File: config.mk
export PLATFORM = sky130hd
export DESIGN_NAME = jdps_front
export DESIGN_NICKNAME = d
export VERILOG_FILES = /design/src/design/jdps_pkg.sv /design/src/design/jdps_front.sv
export SDC_FILE = /design/constraint.sdc
export NUM_CORES = 2
export LEC_CHECK = 0
export BUFFER_PORTS_ARGS = -buffer_cell sky130_fd_sc_hd__buf_2
export CORE_MARGIN = 4
export CORE_UTILIZATION = 60
export CTS_BUF_LIST = sky130_fd_sc_hd__clkbuf_8 sky130_fd_sc_hd__clkbuf_16
export DETAILED_ROUTE_END_ITERATION = 7
export PLACE_DENSITY = 0.79
export SLEW_MARGIN = 20
export SYNTH_ARGS = -nofsm -noshare
export SYNTH_HDL_FRONTEND = slang
export SYNTH_SLANG_ARGS = --single-unit
File: constraint.sdc
create_clock -name clk_i -period 9.9 [get_ports clk_i]
set_clock_uncertainty 0.1 [all_clocks]
set_input_delay 0.99 -clock clk_i [delete_from_list [all_inputs] [get_ports clk_i]]
set_output_delay 0.99 -clock clk_i [all_outputs]
set_load 0.02 [all_outputs]
File: src/design/jdps_pkg.sv
// Package for the jump-diffusion price step: payload structs, register
// indexes, fixed-point constants. No dependencies.
`default_nettype none
package jdps_pkg;
  localparam int SampleWidth = 16;
  localparam int PriceFracBits = 16;
  localparam int HornerTerms = 12;

  localparam logic [31:0] Log2eQ30 = 32'd1549082005;
  localparam logic [31:0] Ln2Q30 = 32'd744261118;
  localparam logic [36:0] LrLimit = 37'd40 << 28;

  localparam logic [2:0] RegLogDrift = 3'd0;
  localparam logic [2:0] RegDiffScale = 3'd1;
  localparam logic [2:0] RegJumpProb = 3'd2;
  localparam logic [2:0] RegJumpMean = 3'd3;
  localparam logic [2:0] RegJumpStd = 3'd4;
  localparam logic [2:0] RegInitPrice = 3'd5;

  typedef struct packed {
    logic                          start_path;
    logic signed [SampleWidth-1:0] normal_sample;
    logic [15:0]                   uniform_sample;
    logic signed [SampleWidth-1:0] jump_normal_sample;
  } in_item_t;

  typedef struct packed {
    logic [31:0] price;
    logic        jumped;
    logic        saturated;
  } out_item_t;

  // Classified step passed from front to back.
  typedef struct packed {
    logic        start_path;
    logic        jumped;
    logic signed [7:0] n;
    logic [27:0] f;
  } step_t;

  typedef struct packed {
    logic signed [31:0] log_drift;
    logic [31:0]        diffusion_scale;
    logic [16:0]        jump_probability;
    logic signed [31:0] jump_mu;
    logic [31:0]        jump_sigma;
    logic [31:0]        init_price;
  } cfg_t;
endpackage
`default_nettype wire

File: src/design/jdps_front.sv
// Front part: builds the log return, clamps it and splits y = lr*log2(e)
// into integer and fraction. Depends on jdps_pkg.
`default_nettype none
module jdps_front (
  input  wire logic               clk_i,
  input  wire logic               rst_ni,
  input  wire jdps_pkg::cfg_t     cfg_i,
  input  wire logic               in_valid_i,
  output logic                    in_ready_o,
  input  wire jdps_pkg::in_item_t in_data_i,
  output logic                    step_valid_o,
  input  wire logic               step_ready_i,
  output jdps_pkg::step_t         step_o
);
  localparam int SW = jdps_pkg::SampleWidth;

  // stage 1: scaled samples
  logic s1_valid_q, s1_start_q, s1_jump_q, s1_nneg_q, s1_jneg_q;
  logic [SW+31:0] s1_np_q, s1_jp_q;
  // stage 2: clamped log-return magnitude
  logic s2_valid_q, s2_start_q, s2_jump_q, s2_neg_q;
  logic [36:0] s2_mag_q;
  // stage 3: output
  logic s3_valid_q;
  jdps_pkg::step_t s3_q;

  logic adv3, adv2, adv1;
  assign adv3 = !s3_valid_q || step_ready_i;
  assign adv2 = !s2_valid_q || adv3;
  assign adv1 = !s1_valid_q || adv2;
  assign in_ready_o = adv1;

  logic [SW-1:0] nmag, jmag;
  assign nmag = in_data_i.normal_sample[SW-1] ? SW'(-in_data_i.normal_sample)
                                              : in_data_i.normal_sample;
  assign jmag = in_data_i.jump_normal_sample[SW-1] ?
                SW'(-in_data_i.jump_normal_sample) : in_data_i.jump_normal_sample;

  // Signed sum of terms, 40 bits is ample.
  logic signed [39:0] nterm, jterm, lr;
  logic [39:0] lrmag;
  always_comb begin
    nterm = 40'(s1_np_q >> (SW-2));
    if (s1_nneg_q) nterm = -nterm;
    jterm = 40'(s1_jp_q >> (SW-2));
    if (s1_jneg_q) jterm = -jterm;
    lr = 40'(cfg_i.log_drift) + nterm;
    if (s1_jump_q) lr = lr + 40'(cfg_i.jump_mu) + jterm;
    lrmag = lr[39] ? 40'(-lr) : 40'(lr);
    if (lrmag > 40'(jdps_pkg::LrLimit)) lrmag = 40'(jdps_pkg::LrLimit);
  end

  logic [68:0] ymul;
  logic [38:0] ymag;
  logic [27:0] fr;
  logic signed [7:0] nn;
  always_comb begin
    ymul = 69'(s2_mag_q) * 69'(jdps_pkg::Log2eQ30);
    ymag = ymul[68:30];
    fr = ymag[27:0];
    nn = 8'(ymag[38:28]);
    if (s2_neg_q) begin
      nn = -nn;
      if (fr != '0) begin
        nn = nn - 8'sd1;
        fr = 28'(29'd1 << 28) - fr;
      end
    end
  end

  always_ff @(posedge clk_i or negedge rst_ni) begin
    if (!rst_ni) begin
      s1_valid_q <= 1'b0;
      s2_valid_q <= 1'b0;
      s3_valid_q <= 1'b0;
    end else begin
      if (adv1) s1_valid_q <= in_valid_i;
      if (adv2) s2_valid_q <= s1_valid_q;
      if (adv3) s3_valid_q <= s2_valid_q;
    end
  end

  always_ff @(posedge clk_i) begin
    if (adv1) begin
      s1_start_q <= in_data_i.start_path;
      s1_jump_q <= {1'b0, in_data_i.uniform_sample} < cfg_i.jump_probability;
      s1_nneg_q <= in_data_i.normal_sample[SW-1];
      s1_jneg_q <= in_data_i.jump_normal_sample[SW-1];
      s1_np_q <= (SW+32)'(cfg_i.diffusion_scale) * (SW+32)'(nmag);
      s1_jp_q <= (SW+32)'(cfg_i.jump_sigma) * (SW+32)'(jmag);
    end
    if (adv2) begin
      s2_start_q <= s1_start_q;
      s2_jump_q <= s1_jump_q;
      s2_neg_q <= lr[39];
      s2_mag_q <= 37'(lrmag);
    end
    if (adv3) begin
      s3_q.start_path <= s2_start_q;
      s3_q.jumped <= s2_jump_q;
      s3_q.n <= nn;
      s3_q.f <= fr;
    end
  end

  assign step_valid_o = s3_valid_q;
  assign step_o = s3_q;
endmodule
`default_nettype wire

---- After elaboration in Yosys (flattened, before gate mapping) ----
Index checks and enable logic that the tools add are counted.
storage, ports and cells
  input bits .............................. 230
  logic and storage cells ................. 50
  register bits after elaboration ......... 181
  output and inout bits ................... 40
operators by class
  $add $sub $neg .......................... 11
  order comparisons ....................... 2
  $mul .................................... 3
  reductions and logical operators ........ 7
  multiplexer cells ....................... 10
operators with widths
  cell                                                                    number
  40-bit two-way mux                                                      4
  32-bit by 16-bit multiplier with 48-bit output                          2
  34-bit negation with 40-bit output                                      2
  37-bit by 31-bit multiplier with 66-bit output, second input constant   1
  28-bit two-way mux                                                      2
  32-bit by 40-bit adder with 40-bit output                               1
  40-bit by 32-bit adder with 40-bit output                               1
  40-bit adder                                                            1
  40-bit by 34-bit > comparator with 1-bit output, second input constant  1
  40-bit negation                                                         1
  16-bit two-way mux                                                      2
  16-bit negation                                                         2
  28-bit nonzero test                                                     1
  1-bit by 28-bit subtractor with 28-bit output, first input constant     1
  16-bit by 17-bit less-than comparator with 1-bit output                 1
  8-bit two-way mux                                                       2
  8-bit negation                                                          1
  8-bit by 2-bit subtractor with 8-bit output, second input constant      1
  1-bit logical NOT                                                       3
  1-bit logical OR                                                        3

---- Longest topological paths before layout ----
  word-level depth ........................ 9
  mapped depth ............................ 40
  mapped depth without buffers ............ 37

---- Least setup slack after synthesis ----
Ideal clock, no wire load.
  kind .................................... input to register
  start point ............................. input in_data_i[5] (netlist name)
  end point ............................... register s1_jp_q[47], data pin
  path buffers ............................ 1
  arrival time ............................ 9.029 ns
  data required time ...................... 9.540 ns
  setup slack ............................. 0.511 ns
  setup time .............................. 0.260 ns
  cell stages on the path ................. 30
  path through ............................ or4_1 -> or4_1 -> o31ai_1 -> xnor2_1 -> clkbuf_1 -> nand2_1 -> fa_1 -> fa_1 -> inv_1 -> fa_1 -> inv_1 -> fa_1 -> fa_1 -> inv_1 -> fa_1 -> ha_1 -> a21o_1 -> a21o_1 -> a21o_1 -> a21oi_1 -> o211ai_1 -> a221oi_1 -> o21ai_0 -> and3_1 -> a41o_1 -> a21o_1 -> a41o_1 -> o41a_1 -> a21oi_1 -> xnor2_1
on the way
  longest elaborated chain between the ends .. 3
RTL lines
  element                                           line              source
  start, declared                                   jdps_front.sv:10  input wire jdps_pkg::in_item_t in_data_i,
  16-bit negation                                   jdps_front.sv:37  SW'(-in_data_i.jump_normal_sample) : in_data_i.jump_normal_sample;
  16-bit two-way mux *                              jdps_front.sv:36  assign jmag = in_data_i.jump_normal_sample[SW-1] ?
  32-bit by 16-bit multiplier with 48-bit output *  jdps_front.sv:90  s1_jp_q <= (SW+32)'(cfg_i.jump_sigma) * (SW+32)'(jmag);
  end signal, assigned                              jdps_front.sv:90
  end, declared                                     jdps_front.sv:19  logic [SW+31:0] s1_np_q, s1_jp_q;
Every way passes the cells marked *; elsewhere a longest branch is shown, timed or not.
A chain may end at the register's enable or synchronous reset.

---- Worst setup path in the final report ----
  start point ............................. register s1_np_q[22]
  end point ............................... register s2_mag_q[29], data pin
on the way
  longest elaborated chain between the ends .. 9
RTL lines
  element                                          line              source
  start, declared                                  jdps_front.sv:19
  start signal, assigned                           jdps_front.sv:89  s1_np_q <= (SW+32)'(cfg_i.diffusion_scale) * (SW+32)'(nmag);
  34-bit negation with 40-bit output               jdps_front.sv:44  if (s1_nneg_q) nterm = -nterm;
  40-bit two-way mux *                             jdps_front.sv:44
  32-bit by 40-bit adder with 40-bit output *      jdps_front.sv:47  lr = 40'(cfg_i.log_drift) + nterm;
  40-bit by 32-bit adder with 40-bit output        jdps_front.sv:48  if (s1_jump_q) lr = lr + 40'(cfg_i.jump_mu) + jterm;
  40-bit adder                                     jdps_front.sv:48
  40-bit two-way mux *                             jdps_front.sv:48
  40-bit negation                                  jdps_front.sv:49  lrmag = lr[39] ? 40'(-lr) : 40'(lr);
  40-bit two-way mux *                             jdps_front.sv:49
  40-bit by 34-bit > comparator with 1-bit output  jdps_front.sv:50  if (lrmag > 40'(jdps_pkg::LrLimit)) lrmag = 40'(jdps_pkg::LrLimit);
  end signal, assigned                             jdps_front.sv:96  s2_mag_q <= 37'(lrmag);
  end, declared                                    jdps_front.sv:22  logic [36:0] s2_mag_q;
Marked as above.

==> results.json <==
{
  "ios": 270,
  "min_path_type": "in -> async",
  "start_util_pct": 60.8,
  "fmax_mhz": 105,
  "place.gp.congestion": 0.982,
  "drc": 0,
  "io_buffers": 237,
  "clockBufferDepth": 2,
  "grtUsageTotal_pct": 31.5,
  "grt_remaining_overflow": 0,
  "wl_um": 179000,
  "syn_area_per_cell_um2": 9.15,
  "period_needed_ns": 9.53,
  "die_x_um": 338,
  "max_cap_viol_count": 0,
  "drtAntennaViolNets": 0,
  "drive_above_1_share_pct": 8.07,
  "layout.nets": 9666,
  "coreArea_um2": 108000,
  "setup_ws_ns": 0.372,
  "synth_warnings": 0,
  "drt-vias-per-instance": 5.85,
  "syn-instance-count": 7159,
  "syn_area_um2": 65500,
  "tightestPinTransition_ns": 1.04,
  "hold_viol_final": 0,
  "end_kind": "flip-flop",
  "routedWlPerCell_um": 20.3,
  "fin_crit_sh_pct": 96.2,
  "multi_input_area_um2": 54500,
  "ys_seq_area_share_pct": 6.99,
  "critical_path_arrival_ns": 9.72,
  "cts-root-buf": "clkbuf_16",
  "clk_pin_slew_ns": 0.08,
  "dp_hpwl_um": 148000,
  "slew_viol_final": 0,
  "ys_top_cells_by_area": "fa_1, ha_1, inv_1",
  "rsz0062_at_grt": "true",
  "worst_ep_required_time_ns": 10.09,
  "cp_max_fo": 12,
  "fillers": 8600,
  "setup_violations": 0,
  "synth-seq-cells": 153,
  "hold_buffers": 0,
  "post-place-ws_ns": -0.0296,
  "path_class": "reg -> reg",
  "grt_max_degree": 61,
  "ys.flop_type": "edfxtp_1",
  "r2r_cells": 31,
  "num_rows": 120,
  "area_growth_pct": 6.95,
  "die-area_um2": 115000,
  "htreeDepth": 4,
  "die_h_um": 338,
  "grt_pass1_vias": 54652,
  "final_cell_mix": "inv_1, fa_1, nand2_1",
  "finalInstanceArea_um2": 70100,
  "finalNonFillerCells": 8787,
  "cts_tree": "built",
  "clk_latency_ns": 0.50,
  "grt_pass1_wl_um": 286000,
  "synth_cell_types": 95,
  "synth_largest_area_cell": "fa_1",
  "fin_util_pct": 65.1,
  "max_slew_margin_pct": 30.6,
  "async_reset_ff_share_pct": 1.96,
  "cts_buffers": 17,
  "cts_sinks": 153,
  "drtPass1Iterations": 6,
  "ff_latch_area_um2": 4580,
  "cp-start-kind": "flip-flop",
  "synth_top_area_share_pct": 40.7,
  "synth_edf_count": 150,
  "status": "finished, final reports clean",
  "drt_iter0_drc": 3738,
  "route.vias.total": 51435,
  "antenna_found_initial": 11,
  "layout_commonest_cell": "inv_1",
  "place_area_um2": 68900,
  "crit_slowest_cell": "or4b_1",
  "max_stage_delay_ns": 0.69,
  "dpl.cell_count": 8709
}
-- synth_stat cells, types with 16 or more instances --
library cell	count
inv_1	1543
fa_1	1332
nand2_1	927
ha_1	742
clkbuf_1	233
nor2_1	218
nor2b_1	216
xnor2_1	206
a21oi_1	193
o21ai_0	160
edfxtp_1	150
a21o_1	125
and2_1	125
xor2_1	100
nor3_1	72
o21a_1	56
nand3_1	55
nand2b_1	50
nand4_1	46
or3_1	38
o31ai_1	37
and3_1	32
a211oi_1	30
a31oi_1	29
nor4_1	28
mux2i_1	25
o211ai_1	24
or4_1	24
nor3_2	20
nor3b_1	20
o21bai_1	18
or2_2	18
and4_1	16
-- worst max-delay path: cells and delay by family, from the launching register on --
family,cells,cell delay (ns)
simple gates,16,4.81
xor+xnor,3,0.54
compound gates,5,1.59
fa+ha+maj,3,1.21
flops,1,0.43
buf+inv,4,0.64
-- metal layers --
layer	global-route usage, %	vias up	part of all wire, %
met4	14.4	2	5.1
li1	-	22889	-
met1	40.0	25780	38
met5	0	-	0.0073
met2	52.5	2227	49
met3	5.85	537	8.4
-- logic make-up after synthesis --
| group | after synthesis | share of synthesized area [%] |
|---|---|---|
| mux | 37 | 0.588 |
| buf+inv | 1797 | 10.4 |
| xor+xnor | 306 | 4.09 |
| flops | 153 | 6.99 |
| other cells | 1 | 0.00573 |
| compound gates | 844 | 8.65 |
| fa+ha+maj | 2074 | 54.9 |
| simple gates | 1947 | 14.4 |
-- timing repair --
item / 4_1_cts / 5_1_grt
gates resized for setup: 2 / 31
endpoints found under the setup margin: 10 / 57
setup buffers: 0 / 37
pin swaps: 0 / 6
-- sequential cells by signal (all words and copies together), names as in the netlist --
| name | flops |
|---|---|
| step_o | 38 |
| s2_mag_q | 37 |
| s1_jp_q | 34 |
| s1_np_q | 34 |
| s1_jneg_q | 1 |
| s1_jump_q | 1 |
| s1_nneg_q | 1 |
| s1_start_q | 1 |
| s1_valid_q | 1 |
| s2_jump_q | 1 |
| s2_neg_q | 1 |
| s2_start_q | 1 |
| s2_valid_q | 1 |
| step_valid_o | 1 |
-- per-stage QoR --
step                      setup TNS, ns  hold WS, ns
after detailed placement        -0.0296        0.305
after CTS                             0        0.175
after floorplan                       0        0.300
final                                 0        0.197
after global routing            -0.0236        0.187
after global placement                0        0.307
-- final timing paths --
kind	slack, ns	endpoint	from
setup / recovery	0.37	s2_mag_q[29]	s1_np_q[22]
hold / removal	0.20	s2_valid_q	rst_ni
setup reg to reg	0.37	s2_mag_q[29]	s1_np_q[22]
hold reg to reg	0.32	s2_start_q	s1_start_q
max in group asynchronous	9.36	step_valid_o	rst_ni
min in group clk_i	0.32	s2_start_q	s1_start_q
-- layout make-up --
type	instances	share of cell area, %
sequential	153	6.54
multi-input combinational	5211	77.8
clock inverter	15	0.295
tap	1403	2.51
timing repair buffer	434	3.90
antenna	9	0.0321
clock buffer	17	0.607
inverter	1545	8.28
Power is not shown: default switching activity piles up to over one toggle a cycle in this logic, so the estimate is an artifact.
