### src/design/jdps_pkg.sv
// Package for the jump-diffusion price step: payload structs, register
// indexes, fixed-point constants. No dependencies.
`default_nettype none
package jdps_pkg;
  localparam int SampleWidth = 16;
  localparam int PriceFracBits = 16;
  localparam int HornerTerms = 12;

  localparam logic [31:0] Log2eQ30 = 32'd1549082005;
  localparam logic [31:0] Ln2Q30 = 32'd744261118;
  localparam logic [36:0] LrLimit = 37'd40 << 28;

  localparam logic [2:0] RegLogDrift = 3'd0;
  localparam logic [2:0] RegDiffScale = 3'd1;
  localparam logic [2:0] RegJumpProb = 3'd2;
  localparam logic [2:0] RegJumpMean = 3'd3;
  localparam logic [2:0] RegJumpStd = 3'd4;
  localparam logic [2:0] RegInitPrice = 3'd5;

  typedef struct packed {
    logic                          start_path;
    logic signed [SampleWidth-1:0] normal_sample;
    logic [15:0]                   uniform_sample;
    logic signed [SampleWidth-1:0] jump_normal_sample;
  } in_item_t;

  typedef struct packed {
    logic [31:0] price;
    logic        jumped;
    logic        saturated;
  } out_item_t;

  // Classified step passed from front to back.
  typedef struct packed {
    logic        start_path;
    logic        jumped;
    logic signed [7:0] n;
    logic [27:0] f;
  } step_t;

  typedef struct packed {
    logic signed [31:0] log_drift;
    logic [31:0]        diffusion_scale;
    logic [16:0]        jump_probability;
    logic signed [31:0] jump_mu;
    logic [31:0]        jump_sigma;
    logic [31:0]        init_price;
  } cfg_t;
endpackage
`default_nettype wire

### src/design/jdps_queue.sv
// Two-entry queue between front and back. Depends on jdps_pkg.
`default_nettype none
module jdps_queue (
  input  wire logic            clk_i,
  input  wire logic            rst_ni,
  input  wire logic            wr_valid_i,
  output logic                 wr_ready_o,
  input  wire jdps_pkg::step_t wr_data_i,
  output logic                 rd_valid_o,
  input  wire logic            rd_ready_i,
  output jdps_pkg::step_t      rd_data_o
);
  jdps_pkg::step_t mem_q [2];
  logic wp_q, rp_q;
  logic [1:0] cnt_q;
  logic wr, rd;
  assign wr_ready_o = cnt_q != 2'd2;
  assign rd_valid_o = cnt_q != 2'd0;
  assign wr = wr_valid_i && wr_ready_o;
  assign rd = rd_valid_o && rd_ready_i;
  assign rd_data_o = mem_q[rp_q];

  always_ff @(posedge clk_i or negedge rst_ni) begin
    if (!rst_ni) begin
      wp_q <= 1'b0;
      rp_q <= 1'b0;
      cnt_q <= 2'd0;
    end else begin
      if (wr) wp_q <= !wp_q;
      if (rd) rp_q <= !rp_q;
      cnt_q <= cnt_q + 2'(wr) - 2'(rd);
    end
  end

  always_ff @(posedge clk_i) begin
    if (wr) mem_q[wp_q] <= wr_data_i;
  end
endmodule
`default_nettype wire

### config.mk
export PLATFORM = sky130hd
export DESIGN_NAME = jdps_queue
export DESIGN_NICKNAME = d
export VERILOG_FILES = /design/src/design/jdps_pkg.sv /design/src/design/jdps_queue.sv
export SDC_FILE = /design/constraint.sdc
export NUM_CORES = 1
export LEC_CHECK = 0
export BUFFER_PORTS_ARGS = -buffer_cell sky130_fd_sc_hd__buf_2
export CORE_ASPECT_RATIO = 0.9
export CORE_MARGIN = 10
export CORE_UTILIZATION = 51
export DETAILED_ROUTE_END_ITERATION = 10
export GPL_ROUTABILITY_DRIVEN = 0
export GPL_TIMING_DRIVEN = 0
export PLACE_DENSITY = 0.87
export SETUP_SLACK_MARGIN = 0.4
export SKIP_CTS_REPAIR_TIMING = 1
export SYNTH_ARGS = -nofsm -noshare
export SYNTH_HDL_FRONTEND = slang
export SYNTH_SLANG_ARGS = --single-unit
### constraint.sdc
create_clock -name clk_i -period 2.9 [get_ports clk_i]
set_clock_uncertainty 0.05 [all_clocks]
set_input_delay 0.145 -clock clk_i [delete_from_list [all_inputs] [get_ports clk_i]]
set_output_delay 0.145 -clock clk_i [all_outputs]
set_load 0.05 [all_outputs]
### Word-level counts from Yosys, hierarchy flattened

Memory sizes are Yosys's and may differ from the RTL's.
Cells that the tools add are included.

| word-level totals | value |
|---|---|
| register bits after elaboration | 4 |
| bits in writable memories | 76 |
| bits of input ports | 42 |
| output and inout port bits | 40 |
| logic and storage cells | 14 |
| memories | 1 |

| operators by class | value |
|---|---|
| $add $sub $neg | 2 |
| equal/unequal tests | 1 |
| multiplexer cells | 2 |
| reduce and logical (&&, ||, !) cells | 5 |

Memories:

| name | depth | width | rd ports | clocked after Yosys merged registers in | write ports | line | text |
|---|---|---|---|---|---|---|---|
| mem_q | 2 | 38 | 1 | 0 | 1 | jdps_queue.sv:13 | `jdps_pkg::step_t mem_q [2];` |

Operators with widths:

| cell | count |
|---|---|
| 2-bit by 1-bit adder with 2-bit output | 1 |
| 1-bit logical AND | 2 |
| 1-bit logical NOT | 2 |
| 1-bit 2-to-1 mux | 2 |
| 2-bit inequality test, second input constant | 1 |
| 2-bit nonzero test | 1 |
| 2-bit by 1-bit subtractor with 2-bit output | 1 |

### Longest topological paths before layout

Gate-level depths: netlist of the first run.

| logic depth | value |
|---|---|
| depth after elaboration | 4 |
| gate-level depth with buffers | 5 |
| depth with buffers taken out | 5 |

### Worst setup path after synthesis of the first run

OpenSTA, ideal clock, no wires.

| path | value |
|---|---|
| kind | reg-to-reg |
| start point | reg cnt_q[0] |
| end point | mem mem_q[0][0] (netlist name) (enable) |
| setup time | 433 ps |
| arrival time | 2669 ps |
| required time | 2417 ps |
| setup slack | -252 ps |
| cell stages (with the launch flop) | 4 |
| path buffers | 0 |
| clock period less this slack | 3152 ps |
| cells stage by stage | dfrtp_1 nand2b_1 nand2_1 nor2_1 |

| between the ends | value |
|---|---|
| longest elaborated chain between the ends | 4 |

RTL lines:

| what | line | text |
|---|---|---|
| start: declaration | jdps_queue.sv:15 | `logic [1:0] cnt_q;` |
| start signal: assignment | jdps_queue.sv:31 | `cnt_q <= cnt_q + 2'(wr) - 2'(rd);` |
| 2-bit inequality test | jdps_queue.sv:17 | `assign wr_ready_o = cnt_q != 2'd2;` |
| named net wr_ready_o | jdps_queue.sv:7 | `output logic wr_ready_o,` |
| 1-bit logical AND | jdps_queue.sv:19 | `assign wr = wr_valid_i && wr_ready_o;` |
| 1-bit 2-to-1 mux | jdps_queue.sv:36 | `if (wr) mem_q[wp_q] <= wr_data_i;` |
| 1-bit 2-to-1 mux (not written as such) | jdps_queue.sv:36 |  |
| end: declaration | jdps_queue.sv:13 |  |

The timed path passes the listed nets, and every way through them passes these cells.

### Worst setup path after layout of the first run

| path | value |
|---|---|
| start point | reg cnt_q[0] |
| end point | mem mem_q[0][33] (netlist name) (enable) |

| between the ends | value |
|---|---|
| longest elaborated chain between the ends | 4 |

RTL lines:

| what | line |
|---|---|
| 2-bit inequality test | jdps_queue.sv:17 |
| 1-bit logical AND | jdps_queue.sv:19 |
| 1-bit 2-to-1 mux | jdps_queue.sv:36 |
| 1-bit 2-to-1 mux (not written as such) | jdps_queue.sv:36 |

Every way passes these cells.

==> out/results.md, run 1 <==
- **clk sink count** 80
- **number of port buffers** 81
- **Post-Synthesis Net Count** 183
- **Tightest Hold Check Type** primary input to register
- **count of filler cells inserted in the layout** 367
- **worst-case headroom to the max-slew limit** 0.259
- **Top-Level Pins** 82
- **Synth area leaders** sky130_fd_sc_hd__edfxtp_1 (77%), sky130_fd_sc_hd__mux2_2 (14%), sky130_fd_sc_hd__dfrtp_1 (3.4%), sky130_fd_sc_hd__xnor2_1 (0.89%), sky130_fd_sc_hd__buf_2 (0.51%)
- **# Max-Cap Violations** 0
- **global-route wire length before repair** 8590 um
- **number of optimization iterations in the first detailed-route pass** 4
- **maximum clock frequency** 485 MHz
- **Worst Tran Pin Value** 1.11 ns
- **Final period util** 0.710
- **PD cells** 1080 mW/mm2
- **Seq. cell area** 0.00238 mm2
- **classification of the worst setup path** register to register
- **Inserted Diodes** 0
- **flip-flop cell with the highest count after synthesis** sky130_fd_sc_hd__edfxtp_1
- **number of antenna violations at the first check in global routing** 0
- **part of the Yosys area used for sequential elements** 0.803
- **H-tree levels** 3
- **Routed wire per std cell** 17.8 um
- **Final Total Pwr** 0.00438 W
- **crit-path max FO** 38
- **count of antenna-violating nets left after detailed routing** 0
- **largest voltage drop on the vdd net** 0.694 mV
- **TritonCTS Buffers** 9
- **Avg Inst Size Synth** 21.2 um2
- **crit path DAT** 1.96 ns
- **count of unique library cells instantiated by Yosys** 18
- **vias per cell** 4.96
- **final setup vio count** 0
- **Warnings, synthesis** 0
- **post-detailed-placement cell area** 0.00347 mm2
- **Final Cell Area** 0.00405 mm2
- **DRC Markers** 0
- **cell count after synthesis** 140
- **CTS Buffer Depth** 2
- **area of the mapped netlist** 0.00297 mm2
- **flops & latches, synth** 80
- **Setup crit start kind** register
- **cell type with the largest total area after synthesis** sky130_fd_sc_hd__edfxtp_1
- **nature of the critical path endpoint** register
- **Post-Route WL** 6160 um
- **die outline width** 100 um
- **final-layout worst hold slack** 0.0604 ns
- **violation count after the first detailed-route iteration** 51
- **run status** finished, final reports clean
- **number of flops mapped to enable cells by yosys** 76
- **area of the placeable core** 0.00566 mm2
- **cell type group with the largest total delay on the critical path** simple AND/OR/NAND/NOR gates
- **multi-input combinational cell area** 569 um2
- **Initial Utilization** 0.524
- **highest-delay cell along the critical path** sky130_fd_sc_hd__nor2_4
- **largest net degree at the start of global routing** 39
- **area added between synthesis and finish** 36.4%
- **Clk Tree Root Cell** sky130_fd_sc_hd__clkbuf_8
- **share of flip-flops with an asynchronous set or reset** 0.0500
- **remaining global-route overflow** 0
- **sum of negative setup slack** 0 ns
- **standard-cell rows** 26
- **CTS tree** built
- **critical path, cell by cell** nand2b_1, nand2_1, nor2_4
- **total via count after detailed routing** 1715
- **fin nets** 314
- **all-layer global routing usage** 0.120
- **later-pin clock latency in the skew report** 0.34 ns
- **slowest cell delay on critical path** 0.85 ns
- **sum of buffers and inverters on the critical path** 0
- **Slew Limit Fails** 0
- **total die area** 0.00927 mm2
- **number of endpoints with negative hold slack in the final report** 0
- **post-detail-place hpwl** 4040 um
- **Vert. Die Dim** 92.4 um
- **most numerous cell types in the synthesized netlist** sky130_fd_sc_hd__edfxtp_1 (76), sky130_fd_sc_hd__mux2_2 (38), sky130_fd_sc_hd__dfrtp_1 (4)
- **minimum clock period after layout** 2.06 ns
- **clock slew at the register clock pins of the worst setup and hold paths** 0.08 ns
- **setup repair after global routing missed its margin** false
- **Critical Path RT** 2.80 ns
- **via count of the first global-routing pass** 1752
- **total leakage power** 1.55 nW
- **layout cell share with drive strength beyond 1** 0.518
- **portion of synthesized cell area occupied by the leading cell type** 0.769
- **most common cell in the netlist** sky130_fd_sc_hd__edfxtp_1
## layout make-up
type                            instances  share of cell area
Buffer                                  4             0.00557
Clock buffer                           10              0.0315
Clock inverter                          6              0.0148
Multi-Input combinational cell         56               0.141
Sequential cell                        80               0.589
Tap cell                               70              0.0217
Timing Repair Buffer                  120               0.197
## per-stage QoR
| stage | std cells | setup slack, ns | utilization |
|---|---|---|---|
| 2_1_floorplan | 140 | 0.753 | - |
| 3_3_place_gp | 291 | 0.851 | 0.613 |
| 3_5_place_dp | 291 | 0.823 | 0.613 |
| 4_1_cts | 307 | 0.799 | 0.646 |
| 5_1_grt | 346 | 0.706 | 0.715 |
| 6_report | 346 | 0.840 | 0.715 |
## flip-flops by register name, summed over array words and instances (netlist names)
register  flops
mem_q        76
cnt_q         2
rp_q          1
wp_q          1
## power by group
| part | switching, W | internal (W) | total (W) | leakage, nW |
|---|---|---|---|---|
| Sequential | 0.0000878 | 0.00159 | 0.00168 | 0.754 |
| Combinational | 0.00138 | 0.000556 | 0.00194 | 0.702 |
| Clock | 0.000378 | 0.000394 | 0.000771 | 0.0937 |
## final timing paths
path | startpoint | to | slack (ns) | cells past startpoint
max | cnt_q[0] | mem_q[0][33] | 0.84 | 3
min | rd_ready_i | rp_q | 0.06 | 3
max reg2reg | cnt_q[0] | mem_q[0][33] | 0.84 | 3
min reg2reg | wp_q | wp_q | 0.52 | 1
max in group asynchronous | rst_ni | cnt_q[1] | 2.54 | 2
min in group asynchronous | rst_ni | cnt_q[0] | 0.12 | 2
## kinds of logic (layout without fill, tap and decap cells)
family                   count (synthesis)  in the layout  share of synthesized area
adder cells (fa/ha/maj)                  1              1                    0.00422
XOR/XNOR                                 3              3                    0.00886
AND/OR/NAND/NOR                         11             11                     0.0219
flip-flops                              80             80                      0.803
multiplexers                            38             38                      0.144
AO/OA/AOI/OAI                            3              3                     0.0101
buffers and inverters                    4            140                    0.00759
## cells in the final DEF (no fill, tap or decap), types with 2 or more instances in the layout
cell	netlist	routed
sky130_fd_sc_hd__buf_2	3	84
sky130_fd_sc_hd__clkbuf_8	0	9
sky130_fd_sc_hd__clkinv_2	0	2
sky130_fd_sc_hd__dfrtp_1	4	4
sky130_fd_sc_hd__dlygate4sd3_1	0	39
sky130_fd_sc_hd__edfxtp_1	76	76
sky130_fd_sc_hd__mux2_2	38	38
sky130_fd_sc_hd__nand2_1	2	2
sky130_fd_sc_hd__nor2_1	3	2
sky130_fd_sc_hd__xnor2_1	3	3
## worst reg2reg max path, delay by kind of cell (launching register included)
kind	cells	cell delay, ns
AND/OR/NAND/NOR	3	1.16
flip-flops	1	0.44
## metal layers
metal | vias to the layer above | part of all wire | GRT usage
li1 | 812 | - | -
met1 | 833 | 0.40 | 0.131
met2 | 59 | 0.51 | 0.196
met3 | 11 | 0.070 | 0.0542
met4 | 0 | 0.017 | 0.0565
met5 | - | 0 | 0
Note: power is estimated with default switching activity, not from simulation.
==> run 2: changes to the inputs <==
clock period = 2.1 ns   (was 2.9 ns; I/O delays follow)
==> out/results.md, run 2 (synthesis gave the netlist of run 1 again) <==
- **run status** finished, final reports clean, unchanged
- **global routing met1 resource utilization** 0.130, was 0.131
- **PD cells** 1570 mW/mm2, was 1080 mW/mm2
- **minimum clock period after layout** 1.69 ns
- **crit-path max FO** 10, was 38
- **sum of buffers and inverters on the critical path** 2, was 0
- **Final period util** 0.804
- **cell type group with the largest total delay on the critical path** buffers and inverters, was simple AND/OR/NAND/NOR gates
- **number of optimization iterations in the first detailed-route pass** 4, unchanged
- **fin nets** 320, was 314
- **Inserted Diodes** 0, unchanged
- **Worst Tran Pin Value** 0.480 ns, was 1.11 ns
- **setup repair after global routing missed its margin** true, was false
- **crit path DAT** 1.53 ns, was 1.96 ns
- **grt met3 use** 0.0557, was 0.0542
- **standard-cell rows** 26, unchanged
- **post-detail-place hpwl** 3930 um, was 4040 um
- **clk sink count** 80, unchanged
- **Clk Tree Root Cell** sky130_fd_sc_hd__clkbuf_8, unchanged
- **largest net degree at the start of global routing** 39, unchanged
- **die outline width** 100 um, unchanged
- **number of port buffers** 81, unchanged
- **worst-case headroom to the max-slew limit** 0.680, was 0.259
- **Gate power share** 0.474, was 0.442
- **Post-Route WL** 6930 um, was 6160 um
- **largest voltage drop on the vdd net** 1.12 mV, was 0.694 mV
- **final-layout worst hold slack** 0.00619 ns, was 0.0604 ns
- **nature of the critical path endpoint** output pin, was register
- **number of antenna violations at the first check in global routing** 0, unchanged
- **DRC Markers** 0, unchanged
- **Internal Dissipation** 0.00412 W, was 0.00254 W
- **Most flops, register** mem_q, unchanged
- **Regs by FF count** mem_q: 76 flops, cnt_q: 2 flops, unchanged
- **Routed wire per std cell** 19.7 um, was 17.8 um
- **count of filler cells inserted in the layout** 324, was 367
- **highest-delay cell along the critical path** sky130_fd_sc_hd__dfrtp_1, was sky130_fd_sc_hd__nor2_4
- **Initial Utilization** 0.524, unchanged
- **Final Total Pwr** 0.00686 W, was 0.00438 W
- **global-route wire length before repair** 8830 um, was 8590 um
- **later-pin clock latency in the skew report** 0.35 ns, was 0.34 ns
- **CTS Buffer Depth** 2, unchanged
- **sequential power share** 0.339, was 0.382
- **GR peak layer** met2, unchanged
- **clock slew at the register clock pins of the worst setup and hold paths** 0.08 ns, about the same
- **most frequent cells in the layout** sky130_fd_sc_hd__edfxtp_1 (76), sky130_fd_sc_hd__buf_2 (62), sky130_fd_sc_hd__dlygate4sd3_1 (39), sky130_fd_sc_hd__mux2_2 (31), sky130_fd_sc_hd__buf_6 (12), was sky130_fd_sc_hd__buf_2 (84), sky130_fd_sc_hd__edfxtp_1 (76), sky130_fd_sc_hd__dlygate4sd3_1 (39), sky130_fd_sc_hd__mux2_2 (38), sky130_fd_sc_hd__clkbuf_8 (9)
- **Setup crit start kind** register, unchanged
- **critical path, cell by cell** buf_4, mux2_2, buf_2, was nand2b_1, nand2_1, nor2_4
- **classification of the worst setup path** register to output pin, was register to register
- **sum of negative setup slack** 0 ns, unchanged
- **all-layer global routing usage** 0.124, was 0.120
- **violation count after the first detailed-route iteration** 46, was 51
- **Vert. Die Dim** 92.4 um, unchanged
- **vias per cell** 5.05, was 4.96
- **# Max-Cap Violations** 0, unchanged
- **most common cell after layout, fill and taps aside** sky130_fd_sc_hd__edfxtp_1, was sky130_fd_sc_hd__buf_2
- **share of power burned in the clock network** 0.187, was 0.176
- **number of flip-flops under the largest register name** 76, unchanged
- **CTS tree** built, unchanged
- **Tightest Hold Check Type** primary input to register, unchanged
- **R2R setup slack** 0.51 ns, was 0.84 ns
- **total via count after detailed routing** 1777, was 1715
- **final setup vio count** 0, unchanged
- **total leakage power** 1.70 nW, was 1.55 nW
- **Switching Share** 0.399, was 0.421
- **layout cell share with drive strength beyond 1** 0.539, was 0.518
- **switching power total** 0.00274 W, was 0.00185 W
- **maximum clock frequency** 592 MHz
- **total die area** 0.00927 mm2, unchanged
- **via count of the first global-routing pass** 1852, was 1752
- **global routing usage on met2** 0.205, was 0.196
- **Slew Limit Fails** 0, unchanged
- **TritonCTS Buffers** 9, unchanged
- **H-tree levels** 3, unchanged
- **Critical Path RT** 1.95 ns, was 2.80 ns
- **remaining global-route overflow** 0, unchanged
- **number of endpoints with negative hold slack in the final report** 0, unchanged
- **area of the placeable core** 0.00566 mm2, unchanged
- **count of antenna-violating nets left after detailed routing** 0, unchanged
- **slowest cell delay on critical path** 0.38 ns, was 0.85 ns
- **area added between synthesis and finish** 47.5%, was 36.4%
- **Top-Level Pins** 82, unchanged
-- run 2: changes by cell type in the layout (fill, tap and decap cells not counted), moves of 3 or more --
cell,previous run,this run
sky130_fd_sc_hd__buf_2,84,62
sky130_fd_sc_hd__buf_6,0,12
sky130_fd_sc_hd__buf_8,0,9
sky130_fd_sc_hd__mux2_2,38,31
sky130_fd_sc_hd__mux2_4,0,7
sky130_fd_sc_hd__buf_4,1,4
-- run 2: worst min-delay path, cell delays in order --
cell and delay (ns):
sky130_fd_sc_hd__buf_2 0.12, sky130_fd_sc_hd__nand2_1 0.08, sky130_fd_sc_hd__xnor2_1 0.06
-- run 2: final timing paths --
check / from / cells past startpoint / end
hold / removal: rd_ready_i / 3 / rp_q
hold reg to reg: wp_q / 1 / wp_q
setup reg to reg: cnt_q[0] / 2 / mem_q[1][24]
max in group asynchronous: rst_ni / 2 / cnt_q[1]
min in group asynchronous: rst_ni / 2 / cnt_q[0]
setup / recovery: rp_q / 3 / rd_data_o[17]
-- run 2: final cells by class --
type | count | area (um2) | area share
flip-flops and latches | 80 | 2380 | 0.544
clock buffers | 12 | 155 | 0.0355
repair buffers | 124 | 1000 | 0.228
clock inverters | 4 | 76.3 | 0.0174
well taps | 70 | 87.6 | 0.0200
multi-input cells | 58 | 633 | 0.145
plain buffers | 4 | 41.3 | 0.00944
-- run 2: routing by layer --
layer	vias up	share of wire
met5	-	0
met4	0	0.015
met3	10	0.069
met2	57	0.54
met1	881	0.38
li1	829	-
-- run 2: per-stage QoR --
stage	util	instance area [um2]	worst slack [ns]	cells
after floorplan	-	2990	0.307	140
after global placement	0.615	3480	0.0780	291
after detailed placement	0.615	3480	0.0665	291
after CTS	0.656	3710	0.0533	307
after global routing	0.773	4380	0.354	352
final	0.773	4380	0.412	352
-- run 2: power groups by stage --
| stage | Combinational, W | Sequential (W) | Clock, W |
|---|---|---|---|
| floorplan | 0.00211 | 0.00230 | 0 |
| global placement | 0.00265 | 0.00232 | 0 |
| detailed placement | 0.00267 | 0.00235 | 0 |
| CTS | 0.00268 | 0.00232 | 0.00130 |
| global route | 0.00340 | 0.00237 | 0.00135 |
| finish | 0.00325 | 0.00233 | 0.00128 |
==> run 3: changes to the inputs <==
clock period = 1.6 ns   (was 2.1 ns; I/O delays follow)
==> out/results.md, run 3 (synthesis gave the netlist of run 1 again) <==
- **number of flip-flops under the largest register name** 76, unchanged
- **largest net degree at the start of global routing** 39, unchanged
- **standard-cell rows** 26, unchanged
- **Internal Dissipation** 0.00572 W, was 0.00412 W
- **number of endpoints with negative hold slack in the final report** 0, unchanged
- **Worst Tran Pin Value** 0.342 ns, was 0.480 ns
- **count of antenna-violating nets left after detailed routing** 0, unchanged
- **fin nets** 338, was 320
- **post-detail-place hpwl** 3950 um, was 3930 um
- **topmost layer with routed signal wires** met4, unchanged
- **run status** complete, but fails checks, was finished, final reports clean
- **Inserted Diodes** 0, unchanged
- **layout cell share with drive strength beyond 1** 0.583, was 0.539
- **sum of negative setup slack** -1.24 ns, was 0 ns
- **most common cell after layout, fill and taps aside** sky130_fd_sc_hd__edfxtp_1, unchanged
- **final-layout worst hold slack** 0.0174 ns, was 0.00619 ns
- **maximum clock frequency** 600 MHz
- **CTS tree** built, unchanged
- **most frequent cells in the layout** sky130_fd_sc_hd__edfxtp_1 (76), sky130_fd_sc_hd__buf_2 (54), sky130_fd_sc_hd__dlygate4sd3_1 (40), sky130_fd_sc_hd__mux2_2 (28), sky130_fd_sc_hd__buf_6 (27), was sky130_fd_sc_hd__edfxtp_1 (76), sky130_fd_sc_hd__buf_2 (62), sky130_fd_sc_hd__dlygate4sd3_1 (39), sky130_fd_sc_hd__mux2_2 (31), sky130_fd_sc_hd__buf_6 (12)
- **worst r2r path cells** 5, was 2
- **area of the placeable core** 0.00566 mm2, unchanged
- **crit path DAT** 1.54 ns, was 1.53 ns
- **violation count after the first detailed-route iteration** 67, was 46
- **switching power total** 0.00379 W, was 0.00274 W
- **total leakage power** 1.82 nW, was 1.70 nW
- **PD cells** 2040 mW/mm2, was 1570 mW/mm2
- **later-pin clock latency in the skew report** 0.34 ns, was 0.35 ns
- **Post-Route WL** 7410 um, was 6930 um
- **via count of the first global-routing pass** 1717, was 1852
- **all-layer global routing usage** 0.123, was 0.124
- **number of antenna violations at the first check in global routing** 0, unchanged
- **total die area** 0.00927 mm2, unchanged
- **Gate power share** 0.526, was 0.474
- **largest voltage drop on the vdd net** 1.29 mV, was 1.12 mV
- **Final Total Pwr** 0.00951 W, was 0.00686 W
- **die outline width** 100 um, unchanged
- **sequential power share** 0.325, was 0.339
- **Routed wire per std cell** 20.0 um, was 19.7 um
- **clock slew at the register clock pins of the worst setup and hold paths** 0.08 ns, about the same
- **classification of the worst setup path** register to output pin, unchanged
- **DRC Markers** 0, unchanged
- **TritonCTS Buffers** 9, unchanged
- **vias per cell** 5.08, was 5.05
- **minimum clock period after layout** 1.67 ns
- **Setup crit start kind** register, unchanged
- **critical path, cell by cell** buf_4, mux2_2, buf_2, unchanged
- **number of optimization iterations in the first detailed-route pass** 4, unchanged
- **# Max-Cap Violations** 0, unchanged
- **critical path launch point** rp_q, unchanged
- **H-tree levels** 3, unchanged
- **clk sink count** 80, unchanged
- **share of power burned in the clock network** 0.150, was 0.187
- **crit-path max FO** 10, unchanged
- **global-route wire length before repair** 8800 um, was 8830 um
- **area added between synthesis and finish** 57.3%, was 47.5%
- **worst slack at placement** -0.414 ns, was 0.0665 ns
- **slowest cell delay on critical path** 0.40 ns, was 0.38 ns
- **metal2 WL** 3920 um, was 3730 um
- **setup repair after global routing missed its margin** true, unchanged
- **Vert. Die Dim** 92.4 um, unchanged
- **Reg2Reg Launch Point** cnt_q[0], unchanged
- **Slew Limit Fails** 0, unchanged
- **Clk Tree Root Cell** sky130_fd_sc_hd__clkbuf_8, unchanged
- **Final period util** 1.04
- **Switching Share** 0.399, about the same
- **remaining global-route overflow** 0, unchanged
- **Top-Level Pins** 82, unchanged
- **total via count after detailed routing** 1881, was 1777
- **worst-case headroom to the max-slew limit** 0.770, was 0.680
- **sum of routed wire segments on met1** 2910 um, was 2620 um
- **share of the core filled with cells in the final layout** 0.824, was 0.773
- **Critical Path RT** 1.47 ns, was 1.95 ns
- **highest-delay cell along the critical path** sky130_fd_sc_hd__dfrtp_2, was sky130_fd_sc_hd__dfrtp_1
- **Met3 Wirelength** 492 um, was 476 um
- **CTS Buffer Depth** 2, unchanged
- **Regs by FF count** mem_q: 76 flops, cnt_q: 2 flops, unchanged
- **final setup vio count** 33, was 0
- **Tightest Hold Check Type** primary input to async pin, was primary input to register
- **violated checks** negative setup slack
- **nature of the critical path endpoint** output pin, unchanged
- **Initial Utilization** 0.524, unchanged
- **fin worst setup slack** -0.0672 ns, was 0.412 ns
- **number of port buffers** 81, unchanged
- **Most flops, register** mem_q, unchanged
-- run 3: power by group through the flow --
| stage | clock network, W | logic [W] | registers, W |
|---|---|---|---|
| final | 0.00143 | 0.00500 | 0.00309 |
| after global routing | 0.00155 | 0.00523 | 0.00313 |
| after CTS | 0.00142 | 0.00361 | 0.00305 |
| after detailed placement | 0 | 0.00360 | 0.00310 |
| after global placement | 0 | 0.00356 | 0.00305 |
| after floorplan | 0 | 0.00289 | 0.00303 |
-- run 3: worst paths after layout --
check / to / slack [ns]
worst max-delay path: rd_data_o[36] / -0.07
worst min-delay path: cnt_q[0] / 0.02
worst max register to register: mem_q[0][0] / 0.17
worst min register to register: wp_q / 0.60
max in group asynchronous: wp_q / 1.34
min in group clk_i: wp_q / 0.11
-- run 3: stage by stage --
| step | cells | cell area (um2) |
|---|---|---|
| floorplan | 140 | 3030 |
| global placement | 291 | 3530 |
| detailed placement | 291 | 3530 |
| CTS | 307 | 3710 |
| global route | 370 | 4670 |
| finish | 370 | 4670 |
-- run 3: layout make-up --
type                            count  area (um2)
Multi-Input combinational cell     61         727
Sequential cell                    80        2390
Timing Repair Buffer              139        1230
Buffer                              4        50.0
Clock buffer                        9         124
Tap cell                           70        87.6
Clock inverter                      7        62.6
Fill cell                         301         995
-- run 3: layer usage --
metal / GRT usage / vias up
li1: - / 871
met1: 0.135 / 929
met2: 0.192 / 72
met3: 0.0609 / 9
met4: 0.0706 / 0
met5: 0 / -
-- run 3: critical path: cells and delay by family (launching register included) --
family | cells | cell delay [ns]
muxes | 1 | 0.37
DFF | 1 | 0.40
buffers and inverters | 2 | 0.42
